File: src/hw/rtl/stir_pkg.sv
package stir_pkg;

   localparam int SLOTS     = 128;
   localparam int ROLE_BITS = 8;
   localparam int ID_BITS   = 16;

   localparam logic CMD_LOGIN  = 1'b0;
   localparam logic CMD_LOGOUT = 1'b1;

   // operation broadcast to every cell during one pass
   typedef enum logic [1:0] {
      MODE_SCAN   = 2'd0,
      MODE_INSERT = 2'd1,
      MODE_REMOVE = 2'd2
   } mode_type;

   typedef struct packed {
      logic [ROLE_BITS-1:0] role;
      logic [ID_BITS-1:0]   user_id;
   } key_type;

   // token walking down the chain: done = first hit (on insert, first free cell) already claimed
   typedef struct packed {
      logic valid;
      logic done;
   } token_type;

endpackage

File: src/hw/rtl/stir_cell.sv
module stir_cell (
   input  logic                clock,
   input  logic                reset,
   input  stir_pkg::mode_type  mode,
   input  stir_pkg::key_type   key,
   input  stir_pkg::token_type tok_prev,
   output stir_pkg::token_type tok_next
);
   import stir_pkg::*;

   logic      valid_ff, valid_in;
   key_type   key_ff, key_in;
   token_type tok_ff, tok_in;
   logic      hit;

   assign hit      = valid_ff && (key_ff == key);
   assign tok_next = tok_ff;

   always_comb begin
      valid_in = valid_ff;
      key_in   = key_ff;
      tok_in   = tok_prev;
      if (tok_prev.valid && !tok_prev.done) begin
         unique case (mode)
            MODE_SCAN: begin
               tok_in.done = hit;
            end
            MODE_INSERT: begin
               if (!valid_ff) begin
                  valid_in    = 1'b1;
                  key_in      = key;
                  tok_in.done = 1'b1;
               end
            end
            MODE_REMOVE: begin
               if (hit) begin
                  valid_in    = 1'b0;
                  tok_in.done = 1'b1;
               end
            end
            default: begin
               tok_in = tok_prev;
            end
         endcase
      end
   end

   always_ff @(posedge clock) begin
      if (reset) begin
         valid_ff <= 1'b0;
         tok_ff   <= '0;
      end else begin
         valid_ff <= valid_in;
         tok_ff   <= tok_in;
      end
      key_ff <= key_in;
   end

endmodule
File: config.mk
export PLATFORM = sky130hd
export DESIGN_NAME = stir_cell
export DESIGN_NICKNAME = d
export VERILOG_FILES = /design/src/hw/rtl/stir_pkg.sv /design/src/hw/rtl/stir_cell.sv
export SDC_FILE = /design/constraint.sdc
export NUM_CORES = 1
export LEC_CHECK = 0
export BUFFER_PORTS_ARGS = -buffer_cell sky130_fd_sc_hd__buf_4
export CORE_MARGIN = 4
export CORE_UTILIZATION = 35
export CTS_CLUSTER_SIZE = 12
export DETAILED_ROUTE_END_ITERATION = 10
export PLACE_DENSITY = 0.63
export RECOVER_POWER = 100
export SLEW_MARGIN = 5
export SYNTH_ARGS = -nofsm -noshare
export SYNTH_HDL_FRONTEND = slang
export SYNTH_SLANG_ARGS = --single-unit
File: constraint.sdc
create_clock -name clock -period 2.6 [get_ports clock]
set_input_delay 0.52 -clock clock [delete_from_list [all_inputs] [get_ports clock]]
set_output_delay 0.52 -clock clock [all_outputs]
set_load 0.05 [all_outputs]
==> qor_table.md <==
| Quantity | Value | Unit |
| --- | --- | --- |
| Library cell with the largest summed area after synthesis | sky130_fd_sc_hd__edfxtp_1 | - |
| Post-Syn Area | 1140 | µm² |
| Clk_lat worst skew | 0.32 | ns |
| Total Power | 0.736 | mW |
| Distinct cells, synth | 18 | - |
| Per-cell routed wire length | 11.9 | µm |
| CTS tree | built | - |
| Kind of critical path | reg2out | - |
| Final clock skew | 0.00949 | ns |
| Data required time of the worst path | 2.08 | ns |
| Average size of a mapped cell | 15.4 | µm² |
| Max_cap viols | 0 | - |
| Worst min path class | in2reg | - |
| Number of max-slew violations in the final report | 0 | - |
| Number of remaining DRC errors | 0 | - |
| Number of placed I/O pins | 32 | - |
| Number of enable flip-flop cells after synthesis | 24 | - |
| Final design utilization | 44.3 | % |
| Via count of the routed design | 687 | - |
| Hold buffer count at cts | 0 | - |
| Leading cell types in the layout, fill and taps excluded | sky130_fd_sc_hd__clkbuf_1 (29), sky130_fd_sc_hd__edfxtp_1 (24), sky130_fd_sc_hd__xnor2_1 (21) | - |
| Crit-path slowest cell | sky130_fd_sc_hd__clkbuf_1 | - |
| Number of nets in the layout | 141 | - |
| Crit path DAT | 1.11 | ns |
| Bufs and invs on worst path | 1 | - |
| Min Clock Period, post-route | 1.63 | ns |
| Number of standard-cell rows in the floorplan | 20 | - |
| Hold Path Origin | reset | - |
| Fin. Hold Viols | 0 | - |
| Predominant post-synthesis flop cell | sky130_fd_sc_hd__edfxtp_1 | - |
| Diode count | 0 | - |
| Final period utilization | 62.9 | % |
| Cells after synthesis | 74 | - |
| Combined global-route utilization of all metal layers | 8.68 | % |
| CTS buffer count | 3 | - |
| Vias per Instance | 4.46 | - |
| Flip-flop and latch count after synthesis | 27 | - |
| Filler cell count in the final layout | 313 | - |
| Startpoint types | flop | - |
| Critical Path Fanout Max | 1 | - |
| Most area-consuming cells after synthesis | sky130_fd_sc_hd__edfxtp_1 (63%), sky130_fd_sc_hd__xnor2_1 (16%), sky130_fd_sc_hd__dfxtp_1 (5.3%), sky130_fd_sc_hd__nand4_1 (2.7%), sky130_fd_sc_hd__xor2_1 (2.3%) | - |
| Highest clock frequency the design can meet | 612 | MHz |
| CTS Sinks | 27 | - |
| Capturing element type of the critical path | output port | - |
| Static leakage | 0.413 | nW |
| Cell type group with the largest total delay on the critical path | buffers and inverters | - |
| Setup crit start | tok_next[0] | - |
| Post-detailed-route count of antenna-violating nets | 0 | - |
| Initial Util | 37.1 | % |
| Number of global-route vias before repair | 657 | - |
| Worst-path clk slew | 0.13 | ns |
| Net count of the mapped netlist | 104 | - |
| Worst r2r src | key_ff[17] | - |
| Fraction of layout cells with a size suffix above 1 | 8.18 | % |
| Count of input and output buffers | 31 | - |
| Last weighted congestion value of the routability-driven placer | 0.752 | - |
| Area of the die | 4240 | µm² |
| Result of the run | finished clean | - |
| Maximum number of pins on one net before global-route repair | 25 | - |
| DRC marker count from the first detailed-route iteration | 25 | - |
| Number of post-CTS setup repair buffers | 0 | - |
| Total of warnings raised by yosys | 0 | - |
| Most common cell after layout, fill and taps aside | sky130_fd_sc_hd__clkbuf_1 | - |
| Critical Path Max Stage Delay | 0.47 | ns |
| Proportion of netlist area held by the largest area contributor | 63.2 | % |
| Global-route wire length before repair | 2.90 | mm |
| Clock root buffer master | sky130_fd_sc_hd__clkbuf_4 | - |
| Power density of the placed cells | 540 | nW/µm² |
| Relative slew margins | 59.3 | % |
| Detailed Routing Iterations Pass 1 | 2 | - |
| Setup tns final | 0 | ns |
| Total of cells resized after clock tree synthesis | 0 | - |
| Area Growth Syn to Fin | 19.4 | % |
| Number of buffers on the longest clock path | 2 | - |
| Initial antenna violation count | 0 | - |
| Maximum vdd drop | 0.231 | mV |
| Least-Margin Pin Slew | 0.614 | ns |
| Async set or reset register ratio after synthesis | 0 | % |
| Worst slack on hold paths | 0.375 | ns |
| Placeable core region | 3080 | µm² |
| Cells traversed along the worst timing path | clkbuf_1 | - |
| Vertical die dimension | 65.1 | µm |
| Sequential-to-total area share from yosys stat | 68.4 | % |
| RSZ-0062 raised after global routing | no | - |
| Overall overflow remaining after global route | 0 | - |
| H-tree levels | 1 | - |
| Routed WL | 1.84 | mm |
| Final setup fails | 0 | - |
| X dimension of the die | 65.1 | µm |
[synthesized netlist by cell type, types with 2 or more instances]
cell                       number
sky130_fd_sc_hd__xor2_1         3
sky130_fd_sc_hd__nor2_1         3
sky130_fd_sc_hd__o21bai_1       2
sky130_fd_sc_hd__dfxtp_1        3
sky130_fd_sc_hd__nand4_1        5
sky130_fd_sc_hd__nand2b_1       2
sky130_fd_sc_hd__nor3_1         2
sky130_fd_sc_hd__xnor2_1       21
sky130_fd_sc_hd__edfxtp_1      24
[final cells by class]
type	count	area, µm²	area share [%]
Tap cell	44	55.1	4.04
Clock buffer	4	26.3	1.93
Multi-Input combinational cell	47	365	26.8
Timing Repair Buffer	32	135	9.92
Sequential cell	27	781	57.3
[report_power, final]
group          internal (mW)  total, mW  switching [mW]
registers              0.482      0.486         0.00371
clock network         0.0599      0.177           0.117
logic                 0.0340     0.0733          0.0393
total                  0.576      0.736           0.160
[metrics by stage]
stage	setup WS, ns	cells	area [µm²]
floorplan	0.521	74	1150
global placement	0.956	150	1450
detailed placement	0.934	150	1450
CTS	1.22	154	1470
global route	0.896	154	1360
finish	0.966	154	1360
[final timing paths]
check | to | slack, ns | cells past startpoint
worst max-delay path | tok_next[0] | 0.97 | 1
worst min-delay path | tok_next[1] | 0.37 | 2
worst max register to register | tok_next[0] | 1.24 | 4
worst min register to register | valid_ff | 0.60 | 2
[flip-flops by register name, indices dropped and copies added (netlist names)]
| signal | count |
|---|---|
| tok_next | 2 |
| valid_ff | 1 |
| key_ff | 24 |
[per-layer routing]
metal	vias to the layer above	track usage [%]	wire, µm
li1	344	-	-
met1	322	11.8	899
met2	21	13.2	782
met3	0	2.56	155
met4	0	3.11	0
met5	-	0	0
[cells by family (layout without fill, tap and decap cells)]
group | count (synthesis) | after routing | synth area share, %
flip-flops | 27 | 27 | 68.4
AO/OA/AOI/OAI | 5 | 5 | 3.29
AND/OR/NAND/NOR | 18 | 18 | 9.87
XOR/XNOR | 24 | 24 | 18.4
buffers and inverters | 0 | 36 | 0
(Power assumes the default switching activity.)
